--- src/rtl/brb_pkg.sv ---
// ----------------------------------------------------------------------------
// brb_pkg
// shared types and constants of the broadcast byte ring
// ----------------------------------------------------------------------------
package brb_pkg;

   localparam int POS_W    = 32;
   localparam int BYTE_W   = 8;
   localparam int LEN_W    = 6;
   localparam int STATUS_W = 2;

   localparam logic ACTION_WRITE = 1'b0;
   localparam logic ACTION_READ  = 1'b1;

   localparam logic [STATUS_W-1:0] STATUS_DATA   = 2'd0;
   localparam logic [STATUS_W-1:0] STATUS_EMPTY  = 2'd1;
   localparam logic [STATUS_W-1:0] STATUS_LAGGED = 2'd2;

   typedef enum logic [2:0] {
      ST_IDLE,
      ST_CHECK,
      ST_MOD,
      ST_FETCH,
      ST_STREAM,
      ST_STATUS
   } state_type;

endpackage

--- src/rtl/brb_mod_unit.sv ---
// ----------------------------------------------------------------------------
// brb_mod_unit
// ring slot of a reader's position, by compare and subtract from the write slot
// ----------------------------------------------------------------------------
module brb_mod_unit #(
   parameter int RING_BYTES = 4096
) (
   input  logic                            clock,
   input  logic                            reset,
   input  logic                            start,
   input  logic [brb_pkg::POS_W-1:0]       position,  // write position
   input  logic [$clog2(RING_BYTES)-1:0]   slot,      // slot of the write position
   input  logic [brb_pkg::POS_W-1:0]       distance,  // write position less reader position
   output logic                            done,
   output logic [$clog2(RING_BYTES)-1:0]   remainder
);

   localparam int SW = $clog2(RING_BYTES);
   localparam int RW = SW + 2;
   localparam logic [RW-1:0] RING_SIZE = RW'(RING_BYTES);
   // 2^32 mod ring size, added when the reader sits before the position wrap
   localparam logic [RW-1:0] WRAP_REM = RW'((64'd1 << brb_pkg::POS_W) % 64'(RING_BYTES));

   logic          sub_ff, sub_in;
   logic          fix_ff, fix_in;
   logic          done_ff, done_in;
   logic [RW-1:0] acc_ff, acc_in;

   // distance is at most one ring here, so one correction brings the slot in range
   always_comb begin
      sub_in  = start;
      fix_in  = sub_ff;
      done_in = fix_ff;
      acc_in  = acc_ff;
      if (start) begin
         acc_in = (position < distance) ? RW'(slot) + WRAP_REM : RW'(slot);
      end else if (sub_ff) begin
         acc_in = acc_ff - RW'(distance);
      end else if (fix_ff) begin
         if (acc_ff[RW-1]) begin
            acc_in = acc_ff + RING_SIZE;
         end else if (acc_ff >= RING_SIZE) begin
            acc_in = acc_ff - RING_SIZE;
         end
      end
   end

   always_ff @(posedge clock) begin
      if (reset) begin
         sub_ff  <= 1'b0;
         fix_ff  <= 1'b0;
         done_ff <= 1'b0;
      end else begin
         sub_ff  <= sub_in;
         fix_ff  <= fix_in;
         done_ff <= done_in;
      end
      acc_ff <= acc_in;
   end

   assign done      = done_ff;
   assign remainder = acc_ff[SW-1:0];

endmodule

--- config.mk ---
export PLATFORM = sky130hd
export DESIGN_NAME = brb_mod_unit
export DESIGN_NICKNAME = d
export VERILOG_FILES = /design/src/rtl/brb_pkg.sv /design/src/rtl/brb_mod_unit.sv
export SDC_FILE = /design/constraint.sdc
export NUM_CORES = 1
export LEC_CHECK = 0
export BUFFER_PORTS_ARGS = -buffer_cell sky130_fd_sc_hd__buf_2
export CAP_MARGIN = 25
export CELL_PAD_IN_SITES_DETAIL_PLACEMENT = 1
export CELL_PAD_IN_SITES_GLOBAL_PLACEMENT = 2
export CORE_ASPECT_RATIO = 0.8
export CORE_MARGIN = 1.5
export CORE_UTILIZATION = 22
export CTS_CLUSTER_DIAMETER = 30
export DETAILED_ROUTE_END_ITERATION = 10
export GPL_TIMING_DRIVEN = 0
export HOLD_SLACK_MARGIN = 0.08
export PLACE_DENSITY = 0.95
export SLEW_MARGIN = 20
export SYNTH_ARGS = -nofsm -noshare
export SYNTH_HDL_FRONTEND = slang
export SYNTH_SLANG_ARGS = --single-unit
--- constraint.sdc ---
create_clock -name clock -period 3 [get_ports clock]
set_input_delay 0.3 -clock clock [delete_from_list [all_inputs] [get_ports clock]]
set_output_delay 0.3 -clock clock [all_outputs]
set_load 0.05 [all_outputs]
* After elaboration in Yosys (flattened, before gate mapping)
Cells that the tools add are included.
** Storage, ports and cells
- Input bits :: 79
- Flip-flop bits (word level) :: 17
- Output and inout port bits :: 13
- Logic and storage cells :: 18
** Cells by class
- Multiplexer cells :: 5
- Reduce and logical (&&, ||, !) cells :: 3
- $lt $le $gt $ge :: 1
- Add/subtract/negate cells :: 3
** Operator list (number)
- 14-bit two-way mux :: 4
- 14-bit by 13-bit adder with 14-bit output (second input constant) :: 1
- 14-bit by 13-bit >= comparator with 1-bit output (second input constant) :: 1
- 14-bit by 13-bit subtractor with 14-bit output (second input constant) :: 1
- 14-bit subtractor :: 1
- 12-bit two-way mux :: 1
- 4-bit nonzero test :: 1
- 3-bit nonzero test :: 1
- 2-bit AND reduction :: 1

* Logic depth before layout (Yosys ltp)
Gate-level depths: netlist of run 1.
- Depth in word-level cells :: 6
- Gate-level depth with buffers :: 9
- Depth with buffers taken out :: 9

* Worst setup path after synthesis of run 1
OpenSTA, ideal clock, no wires.
- Path type :: register -> register
- Start :: register acc_ff[0]
- End :: register acc_ff[10] (data pin)
- Data required time :: 2.738 ns
- Setup time :: 0.262 ns
- Buffers on the path :: 0
- Clock period less this slack :: 2.044 ns
- Arrival :: 1.782 ns
- Slack :: 0.956 ns
- Stages on the path, launching flop included :: 10
- Path through :: edfxtp_1 inv_1 ha_1 inv_1 fa_1 a211oi_2 nor3_2 o211ai_1 and3_1 o31ai_1
** On the way
- Word-level cells in the longest chain between the ends :: 6
** Ends and longest elaborated chain
- start, declared :: RTL line brb_mod_unit.sv:27 : logic [RW-1:0] acc_ff, acc_in;
- start signal, assigned :: RTL line brb_mod_unit.sv:58 : acc_ff <= acc_in;
- 14-bit by 13-bit subtractor with 14-bit output :: RTL line brb_mod_unit.sv:43 : acc_in = acc_ff - RING_SIZE;
- 14-bit two-way mux :: RTL line brb_mod_unit.sv:42 : end else if (acc_ff >= RING_SIZE) begin
- 14-bit two-way mux :: RTL line brb_mod_unit.sv:40 : if (acc_ff[RW-1]) begin
- 14-bit two-way mux :: RTL line brb_mod_unit.sv:39 : end else if (fix_ff) begin
- 14-bit two-way mux (*) :: RTL line brb_mod_unit.sv:37 : end else if (sub_ff) begin
- 12-bit two-way mux (*) :: RTL line brb_mod_unit.sv:35 : if (start) begin
- named net acc_in[10] :: RTL line brb_mod_unit.sv:27
The timed path passes the listed nets; every way through them passes the cells marked *. The select of a mux whose other input is x is not followed.
A chain may end at the register's enable or synchronous reset.

* Final worst setup path of run 1
Same ends and word-level chain as after synthesis.

==> impl_metrics.tcl, run 1 <==
set metrics [dict create \
    status "finished clean" \
    dieArea_um2 6130 \
    p_per_area_nw_per_um2 449 \
    cp_max_fo 3 \
    final_cell_mix "40 x buf_2, 17 x nand2_1, 16 x inv_1" \
    ant_nets 0 \
    slew_violations 0 \
    finalSetupTns_ps 0 \
    yosysSeqAreaShare_pct 33.7 \
    synth_cell_types 37 \
    worstRegToRegCells 9 \
    min_path_type "input pin to flip-flop" \
    path_class "flip-flop to flip-flop" \
    syn_area_um2 1250 \
    fmax_mhz 431 \
    cts.reportedPaths.clkPinSlew_ps 70 \
    ys_ff_latch 15 \
    syn_avg_cell_area_um2 8.66 \
    ios 92 \
    min_from "reset" \
    drt-total-wl_um 3280 \
    required_ps 2990 \
    yosys_warnings 0 \
    slew_headroom_pct 64.5 \
    max_cap_viol_count 0 \
    fin_crit_ps 2320 \
    power_uw 712 \
    finalHoldViolations 0 \
    row_count 24 \
    drt-pass1-iter-count 4 \
    synth_cells 144 \
    gp_congestion 0.788 \
    rr_endpoint "acc_ff[10]" \
    insertedDiodeCount 0 \
    antenna_found_initial 0 \
    die_height_um 70.4 \
    via_per_inst 4.27 \
    vias 1132 \
    finalSetupViolCount 0 \
    grt_max_degree 13 \
    tightestPinTransition_ps 532 \
    h-tree-depth 1 \
    utilization_pct 29.0 \
    syn_to_final_growth_pct 27.1 \
    drive_gt1_share_pct 32.1 \
    cts.sinks 15 \
    grt_overflow 0 \
    fp.dieW_um 87.2 \
    min_to "done_in" \
    reg2reg_from "acc_ff[0]" \
    port_buffers 39 \
    end_kind "flip-flop" \
    rsz0062_at_grt "false" \
    skew_ps 4.18 \
    post_cts_buffers 0 \
    ir_worst_vdd_v 0.000122 \
    critPathLaunchType "flip-flop" \
    drt_iter0_markers 64 \
    leakagePower_uw 0.000745 \
    track_usage_pct 11.6 \
    final_nets 280 \
    grt_pass1_wl_um 5560 \
    tritoncts "built" \
    wl_per_cell_um 12.4 \
    core-area_um2 5470 \
    grt_pass1_vias 1201 \
    clock_path_buffers 2 \
    cts_buffers 3 \
    arrival_ps 2320 \
    insertion_delay_ps 250 \
    dp_hpwl_um 2610 \
    final_common_cell "buf_2" \
    fin_crit_sh_pct 77.4 \
    start_util_pct 22.8 \
    ctsHoldBuffers 0 \
    regToRegSetupSlack_ps 680 \
    drc 0 \
    root_buffer "clkbuf_8" \
    syn-num-nets 236 \
    worstHoldPathCells 2 \
    cts_resized 0 \
]
[worst max-delay path: stages, from the launching register on]
cell      delay [ps]
edfxtp_1         390
inv_1             70
ha_1             150
inv_1             50
fa_1             440
a211oi_2         320
nor3_2           110
o211ai_1         240
and3_1           210
o31ai_1           70
[per-stage QoR]
stage	setup slack (ps)	hold slack, ps	area (µm²)	instances
floorplan	956	367	1250	144
global placement	739	426	1540	261
detailed placement	721	445	1540	261
CTS	685	238	1590	265
global route	525	249	1590	265
finish	678	233	1590	265
[synth_stat cells, drive strengths merged]
| library cell | count | area share (%) |
|---|---|---|
| a21o | 2 | 1.4 |
| xnor2 | 4 | 2.8 |
| a211oi | 2 | 1.6 |
| nor4b | 1 | 0.70 |
| ha | 12 | 12 |
| or2 | 1 | 0.50 |
| and3 | 1 | 0.50 |
| nor3 | 5 | 2.4 |
| o41ai | 1 | 0.70 |
| a221o | 1 | 0.80 |
| edfxtp | 12 | 29 |
| o211ai | 1 | 0.60 |
| nand2 | 17 | 5.1 |
| a32oi | 1 | 0.70 |
| a21oi | 11 | 4.4 |
| nand3 | 3 | 1.2 |
| nand4 | 1 | 0.50 |
| o2bb2ai | 1 | 0.70 |
| nor2 | 2 | 0.60 |
| dfxtp | 3 | 4.8 |
| inv | 16 | 4.8 |
| o21ai | 14 | 5.6 |
| o31ai | 2 | 1.2 |
| clkbuf | 3 | 0.90 |
| buf | 13 | 7.6 |
| o21a | 2 | 1.2 |
| o2111ai | 1 | 0.70 |
| fa | 1 | 1.6 |
| nor2b | 4 | 2.0 |
| nand2b | 3 | 1.5 |
| or3 | 1 | 0.50 |
| o21bai | 1 | 0.60 |
| xor2 | 1 | 0.70 |
[routing by layer]
| layer | track usage (%) | share of wire [%] |
|---|---|---|
| met2 | 18.6 | 46 |
| met5 | 0 | 0 |
| met4 | 4.76 | 1.8 |
| met3 | 0.946 | 3.2 |
| met1 | 15.8 | 49 |
[power by group]
| group | switching, µW | internal [µW] |
|---|---|---|
| sequential | 9.42 | 246 |
| combinational | 173 | 111 |
| clock | 77.7 | 94.3 |
[registers in the layout, summed over array words and instances (netlist names)]
signal	flops
done_in	1
fix_in	1
acc_ff	12
done	1
[kinds of logic after synthesis]
logic type	share of synthesized area [%]
xor gates and xnor gates	3.51
buffers and inverters	13.3
adders and majority gates	13.6
AOI/OAI and AO/OA	20.3
and+or+nand+nor	15.5
DFF	33.7
[worst max path at each step]
stage	slack, ps	start	cells past startpoint	endpoint
floorplan	960	acc_ff[0]	9	acc_ff[10]
CTS	690	acc_ff[0]	9	acc_ff[10]
detailed placement	720	acc_ff[0]	9	acc_ff[10]
global placement	740	acc_ff[0]	9	acc_ff[10]
global route	520	acc_ff[0]	9	acc_ff[10]
finish	680	acc_ff[0]	9	acc_ff[10]
[cell type report]
class	instances	area (µm²)
Inverter	16	60.1
Timing Repair Buffer	39	195
Sequential cell	15	420
Tap cell	78	97.6
Multi-Input combinational cell	97	661
Buffer	16	106
Fill cell	685	3880
Clock buffer	4	45.0
Power figures use the tool's default switching activity.
==> run 2, diff against run 1 <==
- CORE_UTILIZATION: 22 -> 20
- PLACE_DENSITY: 0.95 -> 0.89
- clock period: 3 -> 2.3 ns (I/O delays scaled with it)
==> impl_metrics.tcl, run 2 (synthesis gave the netlist of run 1 again) <==
set metrics [dict create \
    min_from "reset" \
    die_height_um 73.6 \
    crit_start "acc_ff[0]" \
    grt_max_degree 13 \
    cts_buffers 3 \
    drc 0 \
    reg2reg_from "acc_ff[0]" \
    drt-pass1-iter-count 4 \
    dp_hpwl_um 2750 \
    final_cell_mix "40 x buf_2, 17 x nand2_1, 15 x inv_1, 15 x buf_4" \
    fin_area_um2 1620 \
    finalHoldViolations 0 \
    max_cap_viol_count 0 \
    setup_ws_ps 24.7 \
    final_nets 283 \
    insertion_delay_ps 250 \
    fp.dieW_um 91.3 \
    cp_num_buf_inv 2 \
    fmax_mhz 440 \
    ant_nets 0 \
    dieArea_um2 6720 \
    syn_to_final_growth_pct 30.2 \
    clock_power_share_pct 23.1 \
    fin_crit_ps 2280 \
    finalSetupViolCount 0 \
    ios 92 \
    clock_path_buffers 2 \
    status "finished clean" \
    p_per_area_nw_per_um2 578 \
    ctsHoldBuffers 0 \
    drt_iter0_markers 58 \
    leakagePower_uw 0.000758 \
    via_per_inst 4.23 \
    switching_power_uw 340 \
    drive_gt1_share_pct 34.7 \
    max_stage_delay_ps 430 \
    rsz0062_at_grt "true" \
    grt_pass1_wl_um 5950 \
    required_ps 2290 \
    swShare_pct 36.2 \
    critPathLaunchType "flip-flop" \
    root_buffer "clkbuf_8" \
    row_count 25 \
    tritoncts "built" \
    grt_overflow 0 \
    end_kind "flip-flop" \
    top_register "acc_ff" \
    tightestPinTransition_ps 504 \
    path_cells "inv_1 > ha_2 > inv_2 > fa_2 > a211oi_4 > nor3_2 > o211ai_1 > and3_1 > o31ai_1" \
    wl_per_cell_um 12.6 \
    cts.reportedPaths.clkPinSlew_ps 60 \
    gp_congestion 0.790 \
    p_seq_share_pct 35.6 \
    crit_slowest_cell "fa_2" \
    core-area_um2 5970 \
    grt_pass1_vias 1256 \
    fin_crit_sh_pct 98.9 \
    insertedDiodeCount 0 \
    ir_worst_vdd_v 0.000153 \
    skew_ps 1.08 \
    p_int_uw 598 \
    final_common_cell "buf_2" \
    slew_violations 0 \
    cts.sinks 15 \
    antenna_found_initial 0 \
    path_class "flip-flop to flip-flop" \
    track_usage_pct 11.1 \
    cp_max_fo 3 \
    combPwrFrac_pct 41.3 \
    arrival_ps 2260 \
    slew_headroom_pct 66.4 \
    drt-total-wl_um 3410 \
    vias 1147 \
    min_path_type "input pin to flip-flop" \
    crit_family "compound AO/OA/AOI/OAI gates" \
    dp_slack_ps 8.33 \
    placed_cell_area_um2 1540 \
    port_buffers 39 \
    h-tree-depth 1 \
    start_util_pct 20.9 \
    largest_reg_flops 12 \
]
run 2: final cells by class:
type	instances	area (µm²)
fillers	723	4350
plain buffers	16	106
flip-flops and latches	15	420
repair buffers	42	218
multi-input cells	97	673
well taps	81	101
clock buffers	4	45.0
inverters	16	60.1
run 2: path summary, 6_finish.rpt:
path,to,slack (ps),depth (start not counted)
setup / recovery,acc_ff[10],20,9
hold / removal,done_in,160,2
setup reg to reg,acc_ff[10],20,9
hold reg to reg,done,460,1
run 2: power by group through the flow:
stage	clock [µW]	sequential, µW	combinational (µW)
global route	239	338	430
detailed placement	0	341	373
global placement	0	339	363
CTS	225	335	377
floorplan	0	338	280
finish	216	334	387
run 2: through the flow:
step	cells	power, µW	utilization (%)	TNS (ps)	hold WS, ps
after floorplan	144	618	-	0	297
after global placement	264	702	25.8	0	419
after detailed placement	264	713	25.8	0	423
after CTS	268	937	26.6	0	155
after global routing	271	1010	27.2	-60.7	165
final	271	938	27.2	0	164
run 2: worst register-to-register path: stages (launching register included):
cell	delay (ps)
edfxtp_1	380
inv_1	80
ha_2	180
inv_2	40
fa_2	430
a211oi_4	270
nor3_2	90
o211ai_1	280
and3_1	200
o31ai_1	70
run 2: what timing repair did:
action,CTS,global route
gates resized for setup,1,3
buffers inserted,0,3
pin swaps,2,6
gates cloned,0,0
endpoints found under the setup margin,1,3
run 2: per-layer routing:
layer	up-vias	track usage (%)	routed length, µm
met5	-	0	0
met4	0	3.65	40
met3	4	2.07	158
met2	28	18.2	1570
met1	527	14.8	1640
li1	588	-	-
==> run 3, diff against run 2 <==
- CORE_UTILIZATION: 20 -> 21
- CTS_BUF_LIST: unset -> sky130_fd_sc_hd__clkbuf_8
- PLACE_DENSITY: 0.89 -> 0.92
==> impl_metrics.tcl, run 3 (synthesis gave the netlist of run 1 again) <==
set metrics [dict create \
    track_usage_pct 11.1 \
    die_height_um 71.9 \
    final_cell_mix "40 x buf_2, 17 x nand2_1, 14 x inv_1, 14 x buf_4" \
    ir_worst_vdd_v 0.000190 \
    critPathLaunchType "flip-flop" \
    row_count 24 \
    antenna_found_initial 0 \
    via_per_inst 4.27 \
    grt_pass1_vias 1143 \
    required_ps 2300 \
    dieArea_um2 6410 \
    status "finished clean" \
    leakagePower_uw 0.000758 \
    port_buffers 39 \
    ant_nets 0 \
    h-tree-depth 1 \
    clock_path_buffers 2 \
    finalHoldViolations 0 \
    ios 92 \
    utilization_pct 29.2 \
    drt_iter0_markers 62 \
    gp_congestion 0.848 \
    top_register "acc_ff" \
    drc 0 \
    drt-pass1-iter-count 4 \
    grt_overflow 0 \
    end_kind "flip-flop" \
    root_buffer "clkbuf_8" \
    path_class "flip-flop to flip-flop" \
    final_common_cell "buf_2" \
    insertion_delay_ps 260 \
    drive_gt1_share_pct 36.0 \
    largest_reg_flops 12 \
    insertedDiodeCount 0 \
    layoutNonFillerInstCount 267 \
    ctsHoldBuffers 0 \
    tritoncts "built" \
    rsz0062_at_grt "true" \
    cp_max_fo 3 \
    final_nets 282 \
    cts.reportedPaths.clkPinSlew_ps 70 \
    fin_crit_ps 2230 \
    grt_pass1_wl_um 5400 \
    fp.dieW_um 89.2 \
    p_per_area_nw_per_um2 583 \
    syn_to_final_growth_pct 30.6 \
    drt-total-wl_um 3470 \
    fmax_mhz 449 \
    wl_per_cell_um 13.0 \
    arrival_ps 2220 \
    finalSetupViolCount 0 \
    start_util_pct 22.3 \
    dp_hpwl_um 2690 \
    cts_buffers 3 \
    min_path_type "input pin to flip-flop" \
    fin_crit_sh_pct 96.8 \
    vias 1139 \
    hold_ws_ps 153 \
    max_cap_viol_count 0 \
    core-area_um2 5590 \
    tightestPinTransition_ps 502 \
    slew_violations 0 \
    cts.sinks 15 \
    place_inst 261 \
    grt_max_degree 13 \
    skew_ps 7.00 \
    slew_headroom_pct 66.6 \
]
-- run 3: changes by cell type in the layout (fill, tap and decap cells not counted), sizes merged --
cell    delta
buf        -1
clkinv     +1
clkbuf     -1
-- run 3: what timing repair did --
item | CTS | global route
resized for setup | 1 | 6
setup endpoints to repair | 1 | 2
buffers inserted | 0 | 2
pin swaps | 1 | 8
-- run 3: per-stage QoR --
stage	setup slack [ps]	power, µW	instance area, µm²	TNS, ps
2_1_floorplan	256	618	1250	0
3_5_place_dp	8.51	712	1540	0
3_3_place_gp	50.0	702	1540	0
4_1_cts	18.0	937	1590	0
6_report	73.4	950	1630	0
5_1_grt	-48.4	1000	1630	-73.6
-- run 3: power breakdown --
part	switching [µW]	total [µW]	internal, µW
Clock	105	225	120
Combinational	236	390	154
Sequential	13.3	335	321
Total	354	950	596
-- run 3: critical path, stage by stage, from the launching register on --
cell and delay, ps:
edfxtp_1 410, inv_2 90, ha_4 140, inv_2 40, fa_2 430, a211oi_4 290, nor3_2 90, o211ai_1 210
and3_1 200, o31ai_2 60
-- run 3: worst paths after layout --
check            start         end  slack, ps  depth (start not counted)
min              reset     done_in        150                          2
min reg2reg    done_in        done        450                          1
max          acc_ff[0]  acc_ff[10]         70                          9
max reg2reg  acc_ff[0]  acc_ff[10]         70                          9
-- run 3: final cells by class --
type,instances,area [µm²]
Clock buffer,3,41.3
Timing Repair Buffer,41,210
Sequential cell,15,420
Buffer,16,106
Multi-Input combinational cell,97,688
Tap cell,78,97.6
Inverter,16,60.1
Clock inverter,1,5.00
Fill cell,710,3960
-- run 3: routing by layer --
layer,global-route usage (%),vias to the layer above,share of wire (%)
li1,-,583,-
met1,14.7,523,48
met2,17.9,28,46
met3,1.37,5,4.4
met4,5.64,0,2.0
met5,0,-,0
